--- config.mk ---
export PLATFORM = sky130hd
export DESIGN_NAME = stable_priority_queue
export DESIGN_NICKNAME = d
export VERILOG_FILES = /design/src/rtl/core/spq_pkg.sv /design/src/rtl/core/spq_datapath.sv /design/src/rtl/core/spq_ctrl.sv /design/src/rtl/core/stable_priority_queue.sv
export VERILOG_INCLUDE_DIRS = /design/src /design/src/rtl/core
export SDC_FILE = /design/constraint.sdc
export NUM_CORES = 2
export LEC_CHECK = 0
export ABC_CLOCK_PERIOD_IN_PS = 12950
export BUFFER_PORTS_ARGS = -buffer_cell sky130_fd_sc_hd__buf_2
export CORE_MARGIN = 5
export CORE_UTILIZATION = 46
export DETAILED_ROUTE_END_ITERATION = 7
export GPL_TIMING_DRIVEN = 0
export HOLD_SLACK_MARGIN = 0.1
export PLACE_DENSITY = 0.69
export SETUP_SLACK_MARGIN = 0.5
export SLEW_MARGIN = 30
export SYNTH_ARGS = -nofsm -noshare
export SYNTH_HDL_FRONTEND = slang
export SYNTH_SLANG_ARGS = --single-unit
--- constraint.sdc ---
create_clock -name clock -period 12.95 [get_ports clock]
set_clock_uncertainty 0.1 [all_clocks]
set_input_delay 1.295 -clock clock [delete_from_list [all_inputs] [get_ports clock]]
set_output_delay 1.295 -clock clock [all_outputs]
set_load 0.05 [all_outputs]
--- src/rtl/core/stable_priority_queue_macros.svh ---
// assertion macros shared by the priority queue rtl
// no dependencies; the simulation forms are left out when SYNTHESIS is set
`ifndef STABLE_PRIORITY_QUEUE_MACROS_SVH
`define STABLE_PRIORITY_QUEUE_MACROS_SVH
`ifndef SYNTHESIS
// same-cycle implication
`define SPQ_ASSERT_NOW(lbl, clk, rst, ante, cons) \
   lbl: assert property (@(posedge clk) disable iff (rst) (ante) |-> (cons)) \
      else $error("spq assertion failed");
// next-cycle implication
`define SPQ_ASSERT_NEXT(lbl, clk, rst, ante, cons) \
   lbl: assert property (@(posedge clk) disable iff (rst) (ante) |=> (cons)) \
      else $error("spq assertion failed");
`else
`define SPQ_ASSERT_NOW(lbl, clk, rst, ante, cons)
`define SPQ_ASSERT_NEXT(lbl, clk, rst, ante, cons)
`endif
`endif

--- src/rtl/core/spq_pkg.sv ---
// types and codes for the stable priority queue
// no dependencies; used by every module of the block
package spq_pkg;

   // operation codes
   localparam logic KIND_ENQUEUE = 1'b0;
   localparam logic KIND_DEQUEUE = 1'b1;

   // result status codes
   localparam logic [1:0] STATUS_OK        = 2'd0;
   localparam logic [1:0] STATUS_UNDERFLOW = 2'd1;
   localparam logic [1:0] STATUS_OVERFLOW  = 2'd2;

   typedef struct packed {
      logic               kind;
      logic signed [31:0] data_in;
      logic [7:0]         priority_req;
   } req_type;

   typedef struct packed {
      logic [1:0]         status;
      logic signed [31:0] data_out;
      logic [4:0]         occupancy;
   } rsp_type;

   typedef enum logic [1:0] {
      ST_IDLE,
      ST_EXEC,
      ST_DONE
   } state_type;

   // controller to datapath
   typedef struct packed {
      logic       load;
      logic       insert;
      logic       remove;
      logic       capture;
      logic [1:0] result_code;
   } cmd_type;

   // datapath to controller
   typedef struct packed {
      logic is_dequeue;
      logic full;
      logic empty;
   } stat_type;

endpackage

--- src/rtl/core/spq_datapath.sv ---
// entry store with parallel compare-and-shift, count and result register
// depends on spq_pkg and stable_priority_queue_macros.svh
`include "stable_priority_queue_macros.svh"

module spq_datapath #(
   parameter int DEPTH = 16
) (
   input  logic             clock,
   input  logic             reset,
   input  spq_pkg::req_type req_item,
   input  spq_pkg::cmd_type cmd,
   output spq_pkg::stat_type stat,
   output spq_pkg::rsp_type rsp_item
);
   import spq_pkg::*;

   localparam int CNT_W = $clog2(DEPTH + 1);

   req_type            req_ff;
   logic signed [31:0] ent_data_ff [DEPTH];
   logic [7:0]         ent_prio_ff [DEPTH];
   logic signed [31:0] ent_data_in [DEPTH];
   logic [7:0]         ent_prio_in [DEPTH];
   logic [DEPTH-1:0]   le;
   logic [CNT_W-1:0]   count_ff;
   logic [CNT_W-1:0]   count_in;
   rsp_type            rsp_ff;
   rsp_type            rsp_in;

   // latch the request on transfer
   always_ff @(posedge clock) begin
      if (cmd.load) begin
         req_ff <= req_item;
      end
   end

   // per-slot compare: stored, and priority number not above the new one
   always_comb begin
      for (int i = 0; i < DEPTH; i++) begin
         le[i] = (CNT_W'(i) < count_ff) && (ent_prio_ff[i] <= req_ff.priority_req);
      end
   end

   // next slot contents: hold, take new entry, shift up or shift down
   always_comb begin
      for (int i = 0; i < DEPTH; i++) begin
         ent_data_in[i] = ent_data_ff[i];
         ent_prio_in[i] = ent_prio_ff[i];
      end
      if (cmd.insert) begin
         if (!le[0]) begin
            ent_data_in[0] = req_ff.data_in;
            ent_prio_in[0] = req_ff.priority_req;
         end
         for (int i = 1; i < DEPTH; i++) begin
            if (!le[i]) begin
               if (le[i-1]) begin
                  ent_data_in[i] = req_ff.data_in;
                  ent_prio_in[i] = req_ff.priority_req;
               end else begin
                  ent_data_in[i] = ent_data_ff[i-1];
                  ent_prio_in[i] = ent_prio_ff[i-1];
               end
            end
         end
      end else if (cmd.remove) begin
         for (int i = 0; i < DEPTH - 1; i++) begin
            ent_data_in[i] = ent_data_ff[i+1];
            ent_prio_in[i] = ent_prio_ff[i+1];
         end
      end
   end

   always_ff @(posedge clock) begin
      for (int i = 0; i < DEPTH; i++) begin
         ent_data_ff[i] <= ent_data_in[i];
         ent_prio_ff[i] <= ent_prio_in[i];
      end
   end

   // occupancy count
   always_comb begin
      count_in = count_ff;
      if (cmd.insert) begin
         count_in = count_ff + 1'b1;
      end else if (cmd.remove) begin
         count_in = count_ff - 1'b1;
      end
   end

   always_ff @(posedge clock) begin
      if (reset) begin
         count_ff <= '0;
      end else begin
         count_ff <= count_in;
      end
   end

   // result register, occupancy taken after the operation
   always_comb begin
      rsp_in.status    = cmd.result_code;
      rsp_in.data_out  = cmd.remove ? ent_data_ff[0] : 32'sd0;
      rsp_in.occupancy = 5'(count_in);
   end

   always_ff @(posedge clock) begin
      if (cmd.capture) begin
         rsp_ff <= rsp_in;
      end
   end

   assign rsp_item        = rsp_ff;
   assign stat.is_dequeue = (req_ff.kind == KIND_DEQUEUE);
   assign stat.full       = (count_ff == CNT_W'(DEPTH));
   assign stat.empty      = (count_ff == '0);

   // checks
   `SPQ_ASSERT_NOW(a_count_bound, clock, reset, 1'b1, count_ff <= CNT_W'(DEPTH))
   `SPQ_ASSERT_NOW(a_insert_not_full, clock, reset, cmd.insert, !stat.full)
   `SPQ_ASSERT_NEXT(a_insert_count, clock, reset, cmd.insert, count_ff == $past(count_ff) + 1'b1)
   `SPQ_ASSERT_NEXT(a_remove_count, clock, reset, cmd.remove, count_ff == $past(count_ff) - 1'b1)

endmodule

--- src/rtl/core/spq_ctrl.sv ---
// controller state machine: accepts a request, issues the operation, strobes the result
// depends on spq_pkg and stable_priority_queue_macros.svh
`include "stable_priority_queue_macros.svh"

module spq_ctrl (
   input  logic              clock,
   input  logic              reset,
   input  logic              start,
   input  spq_pkg::stat_type stat,
   output logic              busy,
   output logic              rsp_valid,
   output spq_pkg::cmd_type  cmd
);
   import spq_pkg::*;

   state_type state_ff;
   state_type state_in;

   // state register
   always_ff @(posedge clock) begin
      if (reset) begin
         state_ff <= ST_IDLE;
      end else begin
         state_ff <= state_in;
      end
   end

   // next state and commands
   always_comb begin
      state_in        = state_ff;
      cmd.load        = 1'b0;
      cmd.insert      = 1'b0;
      cmd.remove      = 1'b0;
      cmd.capture     = 1'b0;
      cmd.result_code = STATUS_OK;
      busy            = 1'b1;
      rsp_valid       = 1'b0;
      case (state_ff)
         ST_IDLE: begin
            busy = 1'b0;
            if (start) begin
               cmd.load = 1'b1;
               state_in = ST_EXEC;
            end
         end
         ST_EXEC: begin
            cmd.capture = 1'b1;
            if (stat.is_dequeue) begin
               cmd.remove      = !stat.empty;
               cmd.result_code = stat.empty ? STATUS_UNDERFLOW : STATUS_OK;
            end else begin
               cmd.insert      = !stat.full;
               cmd.result_code = stat.full ? STATUS_OVERFLOW : STATUS_OK;
            end
            state_in = ST_DONE;
         end
         ST_DONE: begin
            rsp_valid = 1'b1;
            state_in  = ST_IDLE;
         end
         default: begin
            state_in = ST_IDLE;
         end
      endcase
   end

   // checks
   `SPQ_ASSERT_NEXT(a_accept_busy, clock, reset, start && !busy, busy)
   `SPQ_ASSERT_NEXT(a_strobe_single, clock, reset, rsp_valid, !rsp_valid)
   `SPQ_ASSERT_NOW(a_one_op, clock, reset, cmd.insert || cmd.remove, cmd.capture && !(cmd.insert && cmd.remove))

endmodule

--- src/rtl/core/stable_priority_queue.sv ---
// stable priority queue, top level
// usage:
//   pulse start with req_item while busy is low; that edge is the request transfer.
//   req_item.kind selects enqueue or dequeue; lower priority_req is served first,
//   and equal priorities leave in arrival order.
//   every request gives one result on rsp_item, strobed by rsp_valid for one cycle;
//   the receiver takes it at that edge and cannot stall it.
//   status reports ok, underflow (dequeue when empty) or overflow (enqueue when full,
//   entry dropped); data_out holds the dequeued data, else zero; occupancy is the
//   entry count after the operation, low five bits.
// sequence:
//   the controller steps through idle, exec and done: the transfer edge latches the
//   request, exec does the parallel compare-and-shift over all slots and registers
//   the result, and done strobes rsp_valid; busy falls at the result transfer edge,
//   so a new request is taken only after the previous result has been delivered.
// reset:
//   synchronous reset empties the queue and returns the controller to idle;
//   stored slot contents are not cleared.
// depends on spq_pkg, spq_ctrl and spq_datapath
module stable_priority_queue #(
   parameter int DEPTH = 16
) (
   input  logic             clock,
   input  logic             reset,
   input  logic             start,
   output logic             busy,
   input  spq_pkg::req_type req_item,
   output logic             rsp_valid,
   output spq_pkg::rsp_type rsp_item
);
   import spq_pkg::*;

   cmd_type  cmd;
   stat_type stat;

   // controller
   spq_ctrl u_ctrl (
      .clock     (clock),
      .reset     (reset),
      .start     (start),
      .stat      (stat),
      .busy      (busy),
      .rsp_valid (rsp_valid),
      .cmd       (cmd)
   );

   // entry store and result register
   spq_datapath #(
      .DEPTH (DEPTH)
   ) u_datapath (
      .clock    (clock),
      .reset    (reset),
      .req_item (req_item),
      .cmd      (cmd),
      .stat     (stat),
      .rsp_item (rsp_item)
   );

endmodule

### Word-level counts from Yosys, hierarchy flattened

Memories as Yosys holds them, arrays and structs flattened.
Index checks and enable logic that the tools add are counted.

| word-level totals | value |
|---|---|
| register bits after elaboration | 87 |
| RAM bits | 640 |
| input bits | 44 |
| output and inout bits | 41 |
| logic and storage cells | 150 |
| memories | 2 |

Memory list:

| memory | words | width | rd ports | clocked after memory_dff | write ports | line | RTL |
|---|---|---|---|---|---|---|---|
| u_datapath.ent_data_ff | 16 | 32 | 16 | 0 | 16 | spq_datapath.sv:20 | `logic signed [31:0] ent_data_ff [DEPTH];` |
| u_datapath.ent_prio_ff | 16 | 8 | 16 | 0 | 16 | spq_datapath.sv:21 | `logic [7:0] ent_prio_ff [DEPTH];` |

| operators by class | value |
|---|---|
| add/sub/neg operators | 2 |
| magnitude comparators | 32 |
| equal/unequal tests | 4 |
| muxes and demuxes | 82 |
| reduce and logical (&&, ||, !) cells | 20 |

Operators with widths:

| cell | number |
|---|---|
| $mux W32 | 32 |
| $mux W480 | 2 |
| $mux W8 | 32 |
| $mux W120 | 2 |
| $le A8 B8 Y1 | 16 |
| $lt A4 B5 Y1 const A | 8 |
| $lt A3 B5 Y1 const A | 4 |
| $logic_and A1 B1 Y1 | 16 |
| $mux W5 | 3 |
| $lt A1 B5 Y1 const A | 2 |
| $lt A2 B5 Y1 const A | 2 |
| $mux W1 | 7 |
| $mux W2 | 3 |
| $add A5 B1 Y5 const B | 1 |
| $eq A5 B5 Y1 const B | 1 |
| $logic_not A5 Y1 | 1 |
| $sub A5 B1 Y5 const B | 1 |
| $pmux W2 S2 | 1 |
| $eq A2 B1 Y1 const B | 1 |
| $eq A2 B2 Y1 const B | 1 |
| $logic_not A1 Y1 | 2 |
| $logic_not A2 Y1 | 1 |
| $ne A2 B2 Y1 const B | 1 |

### Logic depth before layout (Yosys ltp)

| depth | value |
|---|---|
| depth after elaboration | 6 |
| mapped depth | 10 |
| gate-level depth less buffers | 7 |

### Hierarchy

From an unflattened synthesis, not the netlist that was laid out.

| second synthesis, totals | value |
|---|---|
| cell total of the unflattened synthesis | 4,327 |
| area total of the unflattened synthesis | 42,719.7 µm² |

Modules (own cells, without submodules):

| module | instances | cells an instance | area each (µm²) | seq. area each (µm²) |
|---|---|---|---|---|
| spq_datapath | 1 | 4,313 | 42,552.1 | 21,720.8 |
| spq_ctrl | 1 | 14 | 167.7 | 40.0 |

### Worst setup path after synthesis

No wires, ideal clock.

| path | value |
|---|---|
| path kind | register to register |
| from | register, netlist name u_datapath.req_ff[7] |
| to | memory u_datapath.ent_data_ff[1][0] (netlist: u_datapath.ent_data_ff[0][32]), enable pin |
| library setup time | 0.493 ns |
| arrival | 5.006 ns |
| data required time | 12.357 ns |
| setup slack | 7.351 ns |
| cell stages (with the launch flop) | 10 |
| buffers on the path | 2 |
| clock period less this slack | 5.599 ns |
| path through | edfxtp_1 > clkbuf_1 > inv_1 > ha_1 > nand4_1 > nor2_1 > a211oi_1 > clkbuf_1 > nor3_1 > o21ai_0 |

RTL lines:

| item | line |
|---|---|
| to (decl) | spq_datapath.sv:20 |

==> flow_summary.ini <==
[power_and_ir_drop]
p_leak_nw = 15.45
power_w = 0.005945
power.density_nw_per_um2 = 123.0
vdd_drop_max_v = 0.00009412

[critical_path]
endpoint = u_datapath.ent_prio_ff[1][21]
r2r_cells = 9
cp-end-kind = flop
crit_fanout = 22
arrival_ns = 5.52
path_cells = clkbuf_1, clkinv_1, ha_1, nand4_1, a211oi_2, clkbuf_1, nor3_1, o21ai_4, buf_16
r2r-end = u_datapath.ent_prio_ff[1][21]
cp_slowest_cell = clkinv_1
criticalPathCategory = flop to flop
path_common_cell = clkbuf_1
r2r_setup_slack_ns = 7.69
start_kind = flop
critical_path.max_stage_delay_ns = 0.99
reg2reg_from = u_datapath.req_ff[5]
worstPathRequired_ns = 13.21
crit_path_start = u_datapath.req_ff[5]

[global_route]
use_met1_pct = 37.34
gr-total-overflow = 0
antenna_found_initial = 1
use_met2_pct = 45.99
grt_pass1_wl_mm = 213.6
first_global_vias = 35637
grt_max_degree = 41
grtUsageTotal_pct = 27.92
grt_util_met3_pct = 4.798
busiest_layer = met2

[timing]
final-setup-viol-count = 0
period_share_pct = 40.62
worst_slack_ns = 7.689
drv_slew = 0
fin_setup_tns_ns = 0
tightest_slew_ns = 1.040
finalHoldViolCount = 0
min_period_ns = 5.261
max_freq_mhz = 190.1
rsz0062_at_grt = no
maxSlewHeadroom_pct = 30.60

[floorplan]
dieArea_sq_um = 99470
die_y_um = 315.4
num_rows = 112
die_w_um = 315.4
io_pins = 85
start_util_pct = 46.17
core_sq_um = 92910

[status]
run_status = finished, violations left
violations = design-rule violations

[synthesis]
yosys.area.top_type = edfxtp_1
async_flop_share_pct = 0
synth_nets = 4491
yosysSeqAreaShare_pct = 50.72
synth_ff_type = edfxtp_1
ys_types = 51
synth_edf_count = 720
synth.area.top_cells = edfxtp_1, nand4_1, o31ai_1, a31oi_1, nor2_1
yosysTopAreaCellShare_pct = 50.40
synth-seq-cells = 727
yosysWarnings = 0
syn_inst = 4315
syn_avg_cell_area_sq_um = 9.942
syn_area_sq_um = 42900

[final_layout]
final_cells = 5824
nets = 4681
mostFrequentLayoutCells = edfxtp_1, nand4_1, nor2_1, o31ai_1, a31oi_1
final_util_pct = 52.03
final_common_cell = edfxtp_1
syn2layout_area_growth_pct = 12.69
layout-drive-gt1-share_pct = 9.831

[clock_network]
cts_made_buffers = 82
cts_tree = built
cts_buffer_depth = 3
cts-htree-levels = 3
worstSkewPairLatency_ns = 0.65
post-cts-setup-buffer-count = 0
clkSinkCount = 727
cts_resized = 0
hold_buffers = 0
ctsRootBufferMaster = clkbuf_16
clk_pin_slew_ns = 0.06

[routing]
wl_per_cell_um = 24.79
drc = 1
first_pass_iters = 8
drt-total-wl_mm = 144.4
antenna_left = 0
via_per_inst = 6.489
drtIter0Drc = 4324
vias = 37790

[place]
numPortBuffers = 84
dp_slack_ns = 8.324
dp.cells = 5675
gp_congestion = 0.9768
dpl.hpwl_mm = 115.1

[hold_path]
hp-class = flop to flop

[run]
drv_cap = 0
-- synth_stat cells, types with 81 or more instances --
| library cell | count |
|---|---|
| ha_1 | 132 |
| a31oi_1 | 482 |
| clkbuf_1 | 414 |
| nand4_1 | 591 |
| and3_1 | 81 |
| nand2_1 | 124 |
| a21oi_1 | 135 |
| o31ai_1 | 482 |
| edfxtp_1 | 720 |
| nor2_1 | 502 |
| buf_2 | 143 |
| nand3_1 | 84 |
-- where the power goes --
group | internal (W) | switching (W) | leakage, nW | total (W)
combinational | 0.000227 | 0.000613 | 7.52 | 0.000840
clock | 0.00136 | 0.000980 | 1.27 | 0.00233
sequential | 0.00271 | 0.0000616 | 6.65 | 0.00277
total | 0.00429 | 0.00165 | 15.4 | 0.00595
-- metrics by stage --
step / area (sq um) / hold WS (ns)
after floorplan: 42900 / 0.4169
after global placement: 44890 / 0.4130
after detailed placement: 45730 / 0.4465
after CTS: 48340 / 0.4738
after global routing: 48340 / 0.4807
final: 48340 / 0.4708
-- layer usage --
metal	share of wire, %	vias to the layer above
met2	45	1930
li1	-	17677
met4	4.3	0
met5	0	-
met3	9.2	330
met1	41	17853
-- area by class of cell --
cell class / instances / area, sq um
Antenna cell: 3 / 7.507
Buffer: 602 / 2466
Clock buffer: 104 / 2198
Clock inverter: 42 / 405.4
Fill cell: 8387 / 44570
Inverter: 30 / 115.1
Multi-Input combinational cell: 2956 / 18830
Sequential cell: 727 / 21760
Tap cell: 1254 / 1569
Timing Repair Buffer: 106 / 988.4
-- registers in the layout (all words and copies together) (netlist names) --
name,cells
u_ctrl.state_ff,2
u_datapath.rsp_item,39
u_datapath.ent_data_ff,512
u_datapath.req_ff,40
u_datapath.count_ff,5
u_datapath.stat,1
u_datapath.ent_prio_ff,128
-- worst min path at each step --
stage	endpoint	cells past startpoint	from
after floorplan	u_datapath.ent_data_ff[0][0]	2	u_datapath.ent_data_ff[0][32]
after global placement	u_ctrl.state_ff[0]	2	u_ctrl.state_ff[1]
after detailed placement	u_datapath.ent_data_ff[0][5]	2	u_datapath.ent_data_ff[0][37]
after CTS	u_datapath.rsp_item[23]	1	u_datapath.ent_data_ff[0][18]
after global routing	u_datapath.rsp_item[21]	1	u_datapath.ent_data_ff[0][16]
final	u_datapath.rsp_item[28]	1	u_datapath.ent_data_ff[0][23]
-- worst max-delay path: cells and delay by family, from the launching register on --
family / cells / cell delay, ns
AND/OR/NAND/NOR: 2 / 0.40
buffers and inverters: 4 / 2.17
AO/OA/AOI/OAI: 2 / 1.27
flip-flops: 1 / 0.32
adder cells (fa/ha/maj): 1 / 0.67
-- cell families after synthesis --
logic type,count (synthesis),synth area share (%)
AO/OA/AOI/OAI,1294,20.46
XOR/XNOR,3,0.06126
adder cells (fa/ha/maj),132,3.850
buffers and inverters,632,5.999
flip-flops,727,50.72
multiplexers,41,1.076
AND/OR/NAND/NOR,1486,17.83
No activity file was read; power rests on OpenSTA's default activity.
